--- config.mk ---
export PLATFORM = sky130hd
export DESIGN_NAME = battery_level_gauge_core
export DESIGN_NICKNAME = d
export VERILOG_FILES = /design/src/rtl/blg_pkg.sv /design/src/rtl/blg_ctrl.sv /design/src/rtl/blg_dpath.sv /design/src/rtl/battery_level_gauge_core.sv
export VERILOG_INCLUDE_DIRS = /design/src /design/src/rtl
export SDC_FILE = /design/constraint.sdc
export NUM_CORES = 1
export LEC_CHECK = 0
export BUFFER_PORTS_ARGS = -buffer_cell sky130_fd_sc_hd__buf_2
export CORE_MARGIN = 8
export CORE_UTILIZATION = 41
export DETAILED_ROUTE_END_ITERATION = 12
export PLACE_DENSITY = 0.63
export SYNTH_ARGS = -nofsm -noshare
export SYNTH_HDL_FRONTEND = slang
export SYNTH_SLANG_ARGS = --single-unit
--- constraint.sdc ---
create_clock -name clk_i -period 5.53 [get_ports clk_i]
set_clock_uncertainty 0.05 [all_clocks]
set_input_delay 0.8295 -clock clk_i [delete_from_list [all_inputs] [get_ports clk_i]]
set_output_delay 0.8295 -clock clk_i [all_outputs]
set_load 0.05 [all_outputs]
--- src/rtl/battery_level_gauge_core_macros.svh ---
// Assertion helpers shared by the gauge modules.
// Each use expects clk_i and rst_ni in scope.
`ifndef BATTERY_LEVEL_GAUGE_CORE_MACROS_SVH
`define BATTERY_LEVEL_GAUGE_CORE_MACROS_SVH

// The consequent must hold in the same cycle as the antecedent.
`define BLG_ASSERT_SAME(label, ante, cons, msg) \
  label: assert property (@(posedge clk_i) disable iff (!rst_ni) (ante) |-> (cons)) \
    else $error(msg);

// The consequent must hold in the cycle after the antecedent.
`define BLG_ASSERT_NEXT(label, ante, cons, msg) \
  label: assert property (@(posedge clk_i) disable iff (!rst_ni) (ante) |=> (cons)) \
    else $error(msg);

`endif

--- src/rtl/blg_pkg.sv ---
`timescale 1ns / 1ps

package blg_pkg;

  // Field widths fixed by the register map and the result format.
  localparam int LIMIT_W    = 12;
  localparam int PCT_W      = 7;
  localparam int CFG_IDX_W  = 2;
  localparam int CFG_DATA_W = 12;

  // Fixed point format of the running average.
  localparam int FRAC_BITS = 8;

  // Restoring divider: one quotient bit per step, the top bit flags saturation.
  localparam int DIV_STEPS = 9;
  localparam int Q_W       = 9;
  localparam int STEP_W    = 4;

  localparam logic [PCT_W-1:0] FULL_PERCENT = 7'd100;
  localparam logic [PCT_W-1:0] ZERO_PERCENT = 7'd0;

  // Register indexes on the configuration port.
  localparam logic [CFG_IDX_W-1:0] CFG_LOW_LIMIT     = 2'd0;
  localparam logic [CFG_IDX_W-1:0] CFG_HIGH_LIMIT    = 2'd1;
  localparam logic [CFG_IDX_W-1:0] CFG_ALARM_PERCENT = 2'd2;

  // Register reset values.
  localparam logic [LIMIT_W-1:0] LOW_LIMIT_RST     = 12'd330;
  localparam logic [LIMIT_W-1:0] HIGH_LIMIT_RST    = 12'd420;
  localparam logic [PCT_W-1:0]   ALARM_PERCENT_RST = 7'd15;

  // Which way a sample was classified against the limits.
  typedef enum logic [1:0] {
    PATH_BELOW = 2'd0,
    PATH_ABOVE = 2'd1,
    PATH_IN    = 2'd2
  } path_e;

  // Commands from the controller to the datapath.
  typedef struct packed {
    logic capture;
    logic classify;
    logic read;
    logic accum;
    logic scale;
    logic div_step;
    logic finish;
  } cmd_t;

  // Status from the datapath to the controller.
  typedef struct packed {
    logic in_range;
    logic last_entry;
    logic div_skip;
    logic div_done;
  } status_t;

endpackage

--- src/rtl/blg_ctrl.sv ---
`timescale 1ns / 1ps
`include "battery_level_gauge_core_macros.svh"

module blg_ctrl (
  input  logic             clk_i,
  input  logic             rst_ni,
  input  logic             in_valid_i,
  output logic             in_stall_o,
  output logic             out_valid_o,
  input  logic             out_stall_i,
  input  blg_pkg::status_t status_i,
  output blg_pkg::cmd_t    cmd_o
);
  import blg_pkg::*;

  typedef enum logic [6:0] {
    S_IDLE  = 7'b0000001,
    S_CLASS = 7'b0000010,
    S_READ  = 7'b0000100,
    S_ACC   = 7'b0001000,
    S_SCALE = 7'b0010000,
    S_DIV   = 7'b0100000,
    S_FIN   = 7'b1000000
  } state_e;

  state_e state_q, state_d;
  logic   out_valid_q, out_valid_d;
  logic   out_free;
  logic   in_take;

  // The output register can take a new result when empty or being drained.
  assign out_free = !out_valid_q || !out_stall_i;

  assign in_stall_o = (state_q != S_IDLE);
  assign in_take    = in_valid_i && !in_stall_o;

  // Sequencer: one item at a time from capture to result.
  always_comb begin
    state_d = state_q;
    cmd_o   = '0;
    unique case (state_q)
      S_IDLE: begin
        if (in_valid_i) begin
          cmd_o.capture = 1'b1;
          state_d       = S_CLASS;
        end
      end
      S_CLASS: begin
        cmd_o.classify = 1'b1;
        state_d        = status_i.in_range ? S_READ : S_FIN;
      end
      S_READ: begin
        cmd_o.read = 1'b1;
        state_d    = S_ACC;
      end
      S_ACC: begin
        cmd_o.accum = 1'b1;
        state_d     = status_i.last_entry ? S_SCALE : S_READ;
      end
      S_SCALE: begin
        cmd_o.scale = 1'b1;
        state_d     = S_DIV;
      end
      S_DIV: begin
        if (status_i.div_skip) begin
          state_d = S_FIN;
        end else begin
          cmd_o.div_step = 1'b1;
          if (status_i.div_done) begin
            state_d = S_FIN;
          end
        end
      end
      S_FIN: begin
        if (out_free) begin
          cmd_o.finish = 1'b1;
          state_d      = S_IDLE;
        end
      end
      default: begin
        state_d = S_IDLE;
      end
    endcase
  end

  // Output valid: set when a result is loaded, cleared when its beat is taken.
  always_comb begin
    out_valid_d = out_valid_q;
    if (out_valid_q && !out_stall_i) begin
      out_valid_d = 1'b0;
    end
    if (cmd_o.finish) begin
      out_valid_d = 1'b1;
    end
  end

  always_ff @(posedge clk_i or negedge rst_ni) begin
    if (!rst_ni) begin
      state_q     <= S_IDLE;
      out_valid_q <= 1'b0;
    end else begin
      state_q     <= state_d;
      out_valid_q <= out_valid_d;
    end
  end

  assign out_valid_o = out_valid_q;

  `BLG_ASSERT_SAME(a_finish_needs_room, cmd_o.finish, out_free, "result loaded over a held beat")
  `BLG_ASSERT_NEXT(a_take_goes_class, in_take, state_q == S_CLASS, "accepted beat not classified")

endmodule

--- src/rtl/blg_dpath.sv ---
`timescale 1ns / 1ps
`include "battery_level_gauge_core_macros.svh"

module blg_dpath #(
  parameter int DEPTH       = 10,
  parameter int SAMPLE_BITS = 12
) (
  input  logic                            clk_i,
  input  logic                            rst_ni,
  input  logic                            cfg_we_i,
  input  logic [blg_pkg::CFG_IDX_W-1:0]   cfg_index_i,
  input  logic [blg_pkg::CFG_DATA_W-1:0]  cfg_data_i,
  input  logic [SAMPLE_BITS-1:0]          voltage_sample_i,
  input  blg_pkg::cmd_t                   cmd_i,
  output blg_pkg::status_t                status_o,
  output logic [blg_pkg::PCT_W-1:0]       level_percent_o,
  output logic                            low_alarm_o,
  output logic                            report_level_o,
  output logic                            report_alarm_o
);
  import blg_pkg::*;

  localparam int AW     = (DEPTH > 1) ? $clog2(DEPTH) : 1;
  localparam int CW     = $clog2(DEPTH + 1);
  localparam int SW     = SAMPLE_BITS;
  localparam int CMPS_W = (SW > LIMIT_W) ? SW : LIMIT_W;
  localparam int ACC_W  = SW + FRAC_BITS;
  localparam int LO8_W  = LIMIT_W + FRAC_BITS;
  localparam int CMP_W  = (ACC_W > LO8_W) ? ACC_W : LO8_W;
  localparam int NUM_W  = ACC_W + PCT_W;
  localparam int DEN_W  = LIMIT_W + 2 * FRAC_BITS;
  localparam int DIV_W  = (NUM_W > DEN_W) ? NUM_W : DEN_W;

  // Configuration registers.
  logic [LIMIT_W-1:0] low_lim_q;
  logic [LIMIT_W-1:0] high_lim_q;
  logic [PCT_W-1:0]   alarm_pct_q;

  // Item state.
  logic [SW-1:0]      samp_q;
  path_e              path_q;
  logic [AW-1:0]      slot_q;
  logic [CW-1:0]      fill_q;
  logic [AW-1:0]      rd_idx_q;
  logic [SW-1:0]      rd_data_q;
  logic [ACC_W-1:0]   acc_q;
  logic               degen_q;
  logic               zero_q;
  logic [DIV_W-1:0]   rem_q;
  logic [DIV_W-1:0]   den_q;
  logic [Q_W-1:0]     quot_q;
  logic [STEP_W-1:0]  step_q;

  // Gauge state and the result register.
  logic [PCT_W-1:0]   level_q;
  logic               level_pend_q;
  logic               alarm_q;
  logic               alarm_pend_q;
  logic [PCT_W-1:0]   out_level_q;
  logic               out_alarm_q;
  logic               out_rep_level_q;
  logic               out_rep_alarm_q;

  logic [SW-1:0]      store_mem [DEPTH];

  logic               below;
  logic               above;
  logic [ACC_W:0]     acc_sum;
  logic [ACC_W-1:0]   entry_q8;
  logic [CMP_W-1:0]   lo8_ext;
  logic [CMP_W-1:0]   avg_ext;
  logic [CMP_W-1:0]   diff_full;
  logic [ACC_W-1:0]   diff;
  logic [LIMIT_W-1:0] span;
  logic               div_ge;
  logic [PCT_W-1:0]   pct;
  logic [PCT_W-1:0]   new_level;
  logic               alarm_new;
  logic               level_chg;
  logic               alarm_chg;

  // Configuration writes; unknown indexes are ignored.
  always_ff @(posedge clk_i or negedge rst_ni) begin
    if (!rst_ni) begin
      low_lim_q   <= LOW_LIMIT_RST;
      high_lim_q  <= HIGH_LIMIT_RST;
      alarm_pct_q <= ALARM_PERCENT_RST;
    end else if (cfg_we_i) begin
      case (cfg_index_i)
        CFG_LOW_LIMIT:     low_lim_q   <= cfg_data_i[LIMIT_W-1:0];
        CFG_HIGH_LIMIT:    high_lim_q  <= cfg_data_i[LIMIT_W-1:0];
        CFG_ALARM_PERCENT: alarm_pct_q <= cfg_data_i[PCT_W-1:0];
        default: begin
        end
      endcase
    end
  end

  // Limit check on the captured sample.
  assign below = CMPS_W'(samp_q) < CMPS_W'(low_lim_q);
  assign above = CMPS_W'(samp_q) > CMPS_W'(high_lim_q);

  assign status_o.in_range   = !below && !above;
  assign status_o.last_entry = (CW'(rd_idx_q) + CW'(1)) == fill_q;
  assign status_o.div_skip   = degen_q || zero_q;
  assign status_o.div_done   = step_q == STEP_W'(DIV_STEPS - 1);

  // Sample store: one write per in-limit item, one registered read per entry.
  always_ff @(posedge clk_i) begin
    if (cmd_i.classify && status_o.in_range) begin
      store_mem[slot_q] <= samp_q;
    end
    if (cmd_i.read) begin
      rd_data_q <= store_mem[rd_idx_q];
    end
  end

  // Ring pointer and fill count.
  always_ff @(posedge clk_i or negedge rst_ni) begin
    if (!rst_ni) begin
      slot_q <= '0;
      fill_q <= '0;
    end else if (cmd_i.classify && status_o.in_range) begin
      slot_q <= (slot_q == AW'(DEPTH - 1)) ? '0 : slot_q + AW'(1);
      if (fill_q != CW'(DEPTH)) begin
        fill_q <= fill_q + CW'(1);
      end
    end
  end

  // Capture, classification and the read index.
  always_ff @(posedge clk_i) begin
    if (cmd_i.capture) begin
      samp_q <= voltage_sample_i;
    end
    if (cmd_i.classify) begin
      rd_idx_q <= '0;
      if (below) begin
        path_q <= PATH_BELOW;
      end else if (above) begin
        path_q <= PATH_ABOVE;
      end else begin
        path_q <= PATH_IN;
      end
    end else if (cmd_i.accum) begin
      rd_idx_q <= rd_idx_q + AW'(1);
    end
  end

  // Cascaded pairwise average with truncation at every step.
  assign entry_q8 = {rd_data_q, FRAC_BITS'(0)};
  assign acc_sum  = (ACC_W + 1)'(acc_q) + (ACC_W + 1)'(entry_q8);

  always_ff @(posedge clk_i) begin
    if (cmd_i.accum) begin
      acc_q <= (rd_idx_q == '0) ? entry_q8 : acc_sum[ACC_W:1];
    end
  end

  // Scaling: offset from the low limit times 100, divided by the span.
  assign lo8_ext   = CMP_W'({low_lim_q, FRAC_BITS'(0)});
  assign avg_ext   = CMP_W'(acc_q);
  assign diff_full = avg_ext - lo8_ext;
  assign diff      = diff_full[ACC_W-1:0];
  assign span      = high_lim_q - low_lim_q;
  assign div_ge    = rem_q >= den_q;

  // Restoring divider, one quotient bit per cycle from the saturation bit down.
  always_ff @(posedge clk_i) begin
    if (cmd_i.scale) begin
      degen_q <= high_lim_q <= low_lim_q;
      zero_q  <= avg_ext <= lo8_ext;
      rem_q   <= DIV_W'(NUM_W'(diff) * NUM_W'(FULL_PERCENT));
      den_q   <= DIV_W'(span) << (2 * FRAC_BITS);
      quot_q  <= '0;
      step_q  <= '0;
    end else if (cmd_i.div_step) begin
      if (div_ge) begin
        rem_q <= rem_q - den_q;
      end
      den_q  <= den_q >> 1;
      quot_q <= {quot_q[Q_W-2:0], div_ge};
      step_q <= step_q + STEP_W'(1);
    end
  end

  // Final percent with saturation and the degenerate span.
  always_comb begin
    if (degen_q) begin
      pct = FULL_PERCENT;
    end else if (zero_q) begin
      pct = ZERO_PERCENT;
    end else if (quot_q[Q_W-1] || (quot_q[Q_W-2:0] > (Q_W - 1)'(FULL_PERCENT))) begin
      pct = FULL_PERCENT;
    end else begin
      pct = quot_q[PCT_W-1:0];
    end
  end

  always_comb begin
    unique case (path_q)
      PATH_BELOW: new_level = ZERO_PERCENT;
      PATH_ABOVE: new_level = FULL_PERCENT;
      PATH_IN:    new_level = pct;
      default:    new_level = pct;
    endcase
  end

  assign alarm_new = new_level <= alarm_pct_q;
  assign level_chg = new_level != level_q;
  assign alarm_chg = alarm_new != alarm_q;

  // Gauge state: level, alarm and the pending change flags.
  always_ff @(posedge clk_i or negedge rst_ni) begin
    if (!rst_ni) begin
      level_q      <= '0;
      level_pend_q <= 1'b0;
      alarm_q      <= 1'b0;
      alarm_pend_q <= 1'b0;
    end else if (cmd_i.finish) begin
      level_q <= new_level;
      if (path_q == PATH_IN) begin
        alarm_q      <= alarm_new;
        level_pend_q <= 1'b0;
        alarm_pend_q <= 1'b0;
      end else if (level_chg) begin
        level_pend_q <= 1'b1;
      end
    end
  end

  // Result register, loaded once per item.
  always_ff @(posedge clk_i) begin
    if (cmd_i.finish) begin
      out_level_q <= new_level;
      if (path_q == PATH_IN) begin
        out_alarm_q     <= alarm_new;
        out_rep_level_q <= level_pend_q || level_chg;
        out_rep_alarm_q <= alarm_pend_q || alarm_chg;
      end else begin
        out_alarm_q     <= alarm_q;
        out_rep_level_q <= 1'b0;
        out_rep_alarm_q <= 1'b0;
      end
    end
  end

  assign level_percent_o = out_level_q;
  assign low_alarm_o     = out_alarm_q;
  assign report_level_o  = out_rep_level_q;
  assign report_alarm_o  = out_rep_alarm_q;

  `BLG_ASSERT_SAME(a_read_filled, cmd_i.read, CW'(rd_idx_q) < fill_q, "read of an unfilled entry")
  `BLG_ASSERT_NEXT(a_pend_cleared, cmd_i.finish && (path_q == PATH_IN), !level_pend_q && !alarm_pend_q, "pending flags survived a report")

endmodule

--- src/rtl/battery_level_gauge_core.sv ---
`timescale 1ns / 1ps
// Channel  Direction  Handshake                Beat contents
// in       input      in_valid_i / in_stall_o  voltage_sample_i
// out      output     out_valid_o / out_stall_i level_percent_o, low_alarm_o,
//                                               report_level_o, report_alarm_o
// cfg      input      cfg_valid_i / cfg_ready_o cfg_index_i, cfg_data_i
//
// An out-of-limit sample goes from capture and classification straight to result.
// An in-limit sample is stored; then each of the N filled store entries (at most
// DEPTH) is read through the registered store read and accumulated, the average
// is scaled, and the divider runs; it skips its steps when the span is degenerate
// or the average sits at or below the low limit.
// Reset clears the control state and loads the limits 330 and 420 and alarm 15.
// A finished result waits in the output register while out_stall_i is high; the
// next item is accepted meanwhile and holds before its own result until room frees.

module battery_level_gauge_core #(
  parameter int DEPTH       = 10,
  parameter int SAMPLE_BITS = 12
) (
  input  logic                           clk_i,
  input  logic                           rst_ni,
  input  logic                           in_valid_i,
  output logic                           in_stall_o,
  input  logic [SAMPLE_BITS-1:0]         voltage_sample_i,
  output logic                           out_valid_o,
  input  logic                           out_stall_i,
  output logic [blg_pkg::PCT_W-1:0]      level_percent_o,
  output logic                           low_alarm_o,
  output logic                           report_level_o,
  output logic                           report_alarm_o,
  input  logic                           cfg_valid_i,
  output logic                           cfg_ready_o,
  input  logic [blg_pkg::CFG_IDX_W-1:0]  cfg_index_i,
  input  logic [blg_pkg::CFG_DATA_W-1:0] cfg_data_i
);
  import blg_pkg::*;

  cmd_t    cmd;
  status_t status;
  logic    cfg_we;

  // Registers accept a write in any cycle.
  assign cfg_ready_o = 1'b1;
  assign cfg_we      = cfg_valid_i && cfg_ready_o;

  blg_ctrl u_ctrl (
    .clk_i       (clk_i),
    .rst_ni      (rst_ni),
    .in_valid_i  (in_valid_i),
    .in_stall_o  (in_stall_o),
    .out_valid_o (out_valid_o),
    .out_stall_i (out_stall_i),
    .status_i    (status),
    .cmd_o       (cmd)
  );

  blg_dpath #(
    .DEPTH       (DEPTH),
    .SAMPLE_BITS (SAMPLE_BITS)
  ) u_dpath (
    .clk_i            (clk_i),
    .rst_ni           (rst_ni),
    .cfg_we_i         (cfg_we),
    .cfg_index_i      (cfg_index_i),
    .cfg_data_i       (cfg_data_i),
    .voltage_sample_i (voltage_sample_i),
    .cmd_i            (cmd),
    .status_o         (status),
    .level_percent_o  (level_percent_o),
    .low_alarm_o      (low_alarm_o),
    .report_level_o   (report_level_o),
    .report_alarm_o   (report_alarm_o)
  );

endmodule

==> impl_metrics.csv <==
group,metric,value,unit
yosys,synth_cell_types,84,
worst_setup_path,crit_chain,"inv_2, ha_1, nor2b_1, o21ai_1, a21boi_1, o21ai_0, nand2b_1, a21oi_2, buf_4, o22ai_1, or2_2, xor2_2, ha_1, ha_1, ha_1, ha_1, nor2b_1, nor2b_1, a31oi_1, o21ai_1, o41ai_2, xnor2_1, o2bb2ai_1",
finish,area_delta_synth_final,12.1,%
global_routing,grt_usage,15.3,%
worst_setup_path,cp_num_buf_inv,2,
floorplanning,coreArea,42800,sq um
timing,worst_slew_pin_slew,1210,ps
pwr,cellInternalPower,5320,uW
pwr,power_leakage,0.00803,uW
yosys,synthTopCellsByArea,"edfxtp_1, ha_1, dfrtp_1",
timing,setup_violations,0,
yosys,synthTopCellsByCount,"edfxtp_1, ha_1, inv_1",
floorplanning,start_util,41.3,%
worst_setup_path,cp_slowest_cell,"dfstp_2",
worst_setup_path,cp.arrival,5480,ps
worst_setup_path,r2r_end,"u_dpath.rem_q[25]",
yosys,yosysSeqAreaShare,48.7,%
worst_setup_path,regToRegSetupSlack,270,ps
yosys,yosysWarnings,0,
yosys,synth_most_common_cell,"edfxtp_1",
global_routing,grt_max_degree,57,
worst_setup_path,max_stage_delay,550,ps
pwr,p_sw,2820,uW
placement,dpl.cell_count,2122,
timing,fmax,190,MHz
routing,post_drt_wl_per_cell,17.3,um
worst_setup_path,crit_top_cell,"ha_1",
clock_network,clock_latency,570,ps
worst_setup_path,startpoint_type,"register",
yosys,syn-cell-area,17700,sq um
floorplanning,dieArea,50000,sq um
clock_network,cts_hold_buf,0,
placement,port-buffer-count,42,
finish,stdcell_count,2195,
routing,drc,0,
worst_setup_path,crit_fanout,5,
routing,vias_per_cell,5.33,
clock_network,root_buffer,"clkbuf_16",
clock_network,htreeDepth,2,
pwr,combPwrFrac,36.9,%
clock_network,cts_sinks,307,
min_path,hold_class,"in -> async",
timing,slew_viol_final,0,
floorplanning,pin_count,44,
global_routing,grt_overflow,0,
routing,dr.first_iter.drc_count,639,
routing,ant_nets,0,
yosys,syn_avg_cell_area,11.3,sq um
floorplanning,row_count,76,
yosys,synth_ff_type,"edfxtp_1",
worst_setup_path,rr_startpoint,"u_dpath.low_lim_q[1]",
timing,period_minus_slack,5260,ps
worst_setup_path,critPathKind,"reg -> reg",
pwr,switching_share,34.6,%
worst_setup_path,worstSetupEndpointType,"register",
routing,first_pass_iters,5,
pwr,ir_drop,0.389,mV
timing,hold_violations,0,
timing,period_share,95.2,%
pwr,p_per_area,411,nW/um^2
placement,place.gp.congestion,0.828,
yosys,synth_nets,1778,
finish,num-fill-cells,3927,
global_routing,grt_pass1_wl,62400,um
worst_setup_path,critical_path_required,5740,ps
routing,wl,37900,um
yosys,synthDominantCellAreaShare,36.6,%
finish,drive_gt1_share,13.8,%
finish,final_util,46.3,%
routing,vias,11696,
worst_setup_path,critPathTopFamily,"adder cells",
clock_network,cts_buffers,36,
yosys,synth_edf_count,215,
placement,hpwl,27600,um
job,maxCapViolCount,0,
clock_network,clkTransAtPathRegs,60,ps
finish,diodes,0,
pwr,pwr-share-clk,28.1,%
global_routing,grt_pass1_vias,11819,
clock_network,cts_tree,"built",
clock_network,clockBufferDepth,3,
run_status,status,"finished clean",
finish,nets,1839,
yosys,synth-seq-cells,307,
pwr,power_frac_seq,35.0,%
floorplanning,die_w,223,um
timing,max-slew-margin-rel,19.1,%
global_routing,antenna_found_initial,0,
floorplanning,die_y,223,um
yosys,synth_top_cell_by_area,"edfxtp_1",
worst_setup_path,reg2reg_depth,23,
yosys,synthArstFlopShare,18.2,%
yosys,syn_inst,1560,
==> area by class of cell <==
cell class                 count  area (sq um)  share of cell area, %
clock buffer                  55          1030                   5.22
inverter                     164           616                   3.11
multi-input combinational   1043          8310                   42.0
tap                          546           683                   3.45
timing repair buffer          69           413                   2.09
clock inverter                11           139                  0.702
sequential                   307          8600                   43.4
==> stage by stage <==
stage | cell area (sq um) | hold WS (ps) | setup slack [ps] | power, uW | setup TNS [ps]
after floorplan | 17700 | 388 | 335 | 5120 | 0
final | 19800 | 360 | 267 | 8140 | 0
after global routing | 19800 | 358 | -44.2 | 8730 | -63.7
after CTS | 19700 | 354 | 5.29 | 8140 | 0
after global placement | 18500 | 395 | 203 | 5730 | 0
after detailed placement | 18500 | 410 | 38.2 | 5800 | 0
==> worst max-delay path by stage <==
stage | start | end | cells past startpoint
after global placement | u_dpath.low_lim_q[1] | u_dpath.rem_q[26] | 25
after CTS | u_dpath.low_lim_q[1] | u_dpath.rem_q[25] | 25
final | u_dpath.low_lim_q[1] | u_dpath.rem_q[25] | 23
after floorplan | u_dpath.low_lim_q[1] | u_dpath.rem_q[25] | 26
after global routing | u_dpath.low_lim_q[1] | u_dpath.rem_q[25] | 23
after detailed placement | u_dpath.low_lim_q[1] | u_dpath.rem_q[25] | 25
==> worst reg2reg max path, delay by kind of cell, from the launching register on <==
family	cells	cell delay [ps]
adder cells (fa/ha/maj)	5	1550
AO/OA/AOI/OAI	9	1430
AND/OR/NAND/NOR	5	920
flip-flops	1	550
XOR/XNOR	2	290
buffers and inverters	2	210
==> metal layers <==
metal	up-vias	track usage (%)	wire length, um
li1	5743	-	-
met1	5739	19.8	17200
met2	154	26.1	18500
met3	60	2.31	1170
met4	0	5.10	946
met5	-	0	0
==> power groups by stage <==
stage	clock network, uW	registers (uW)	logic, uW
final	2290	2850	3000
after global routing	2440	2870	3410
after CTS	2350	2850	2930
after detailed placement	0	2900	2900
after global placement	0	2890	2840
after floorplan	0	2830	2290
==> flip-flops by register name, summed over array words and instances, names as in the netlist, 2 cells and up <==
register	count
u_dpath.alarm_pct_q	7
u_dpath.slot_q	4
u_dpath.level_q	7
u_dpath.den_q	28
u_dpath.rd_idx_q	4
u_ctrl.state_q	7
u_dpath.fill_q	4
u_dpath.acc_q	20
u_dpath.high_lim_q	12
u_dpath.step_q	4
u_dpath.level_percent_o	7
u_dpath.rem_q	28
u_dpath.store_mem	120
u_dpath.quot_q	9
u_dpath.path_q	2
u_dpath.rd_data_q	12
u_dpath.low_lim_q	12
u_dpath.samp_q	12
==> cell families after synthesis <==
logic type,after synthesis,synth area share (%)
other,1,0.0212
multiplexers,68,5.76
adder cells (fa/ha/maj),187,14.1
buffers and inverters,210,4.72
AO/OA/AOI/OAI,335,12.3
AND/OR/NAND/NOR,358,9.78
XOR/XNOR,94,4.66
flip-flops,307,48.7
==> placed cells by master (no fill, tap or decap), drive strengths merged, types with 12 or more instances in the layout <==
cell	n
edfxtp	215
ha	168
inv	164
nand2	137
a21oi	102
nor2	77
buf	69
o21ai	65
clkbuf	55
xor2	48
xnor2	46
dfrtp	43
dfxtp	36
a21o	33
o22ai	33
mux2	28
nor2b	26
mux4	24
nor3	23
a211oi	21
nand3	20
fa	19
mux2i	16
nand4	15
nand2b	14
dfstp	13
o21a	12
o21bai	12
==> timing repair <==
action / in CTS / in global routing
setup endpoints to repair: 1 / 4
setup buffers: 0 / 7
pin swaps: 0 / 9
gates resized for setup: 1 / 16
Power figures use the tool's default switching activity.
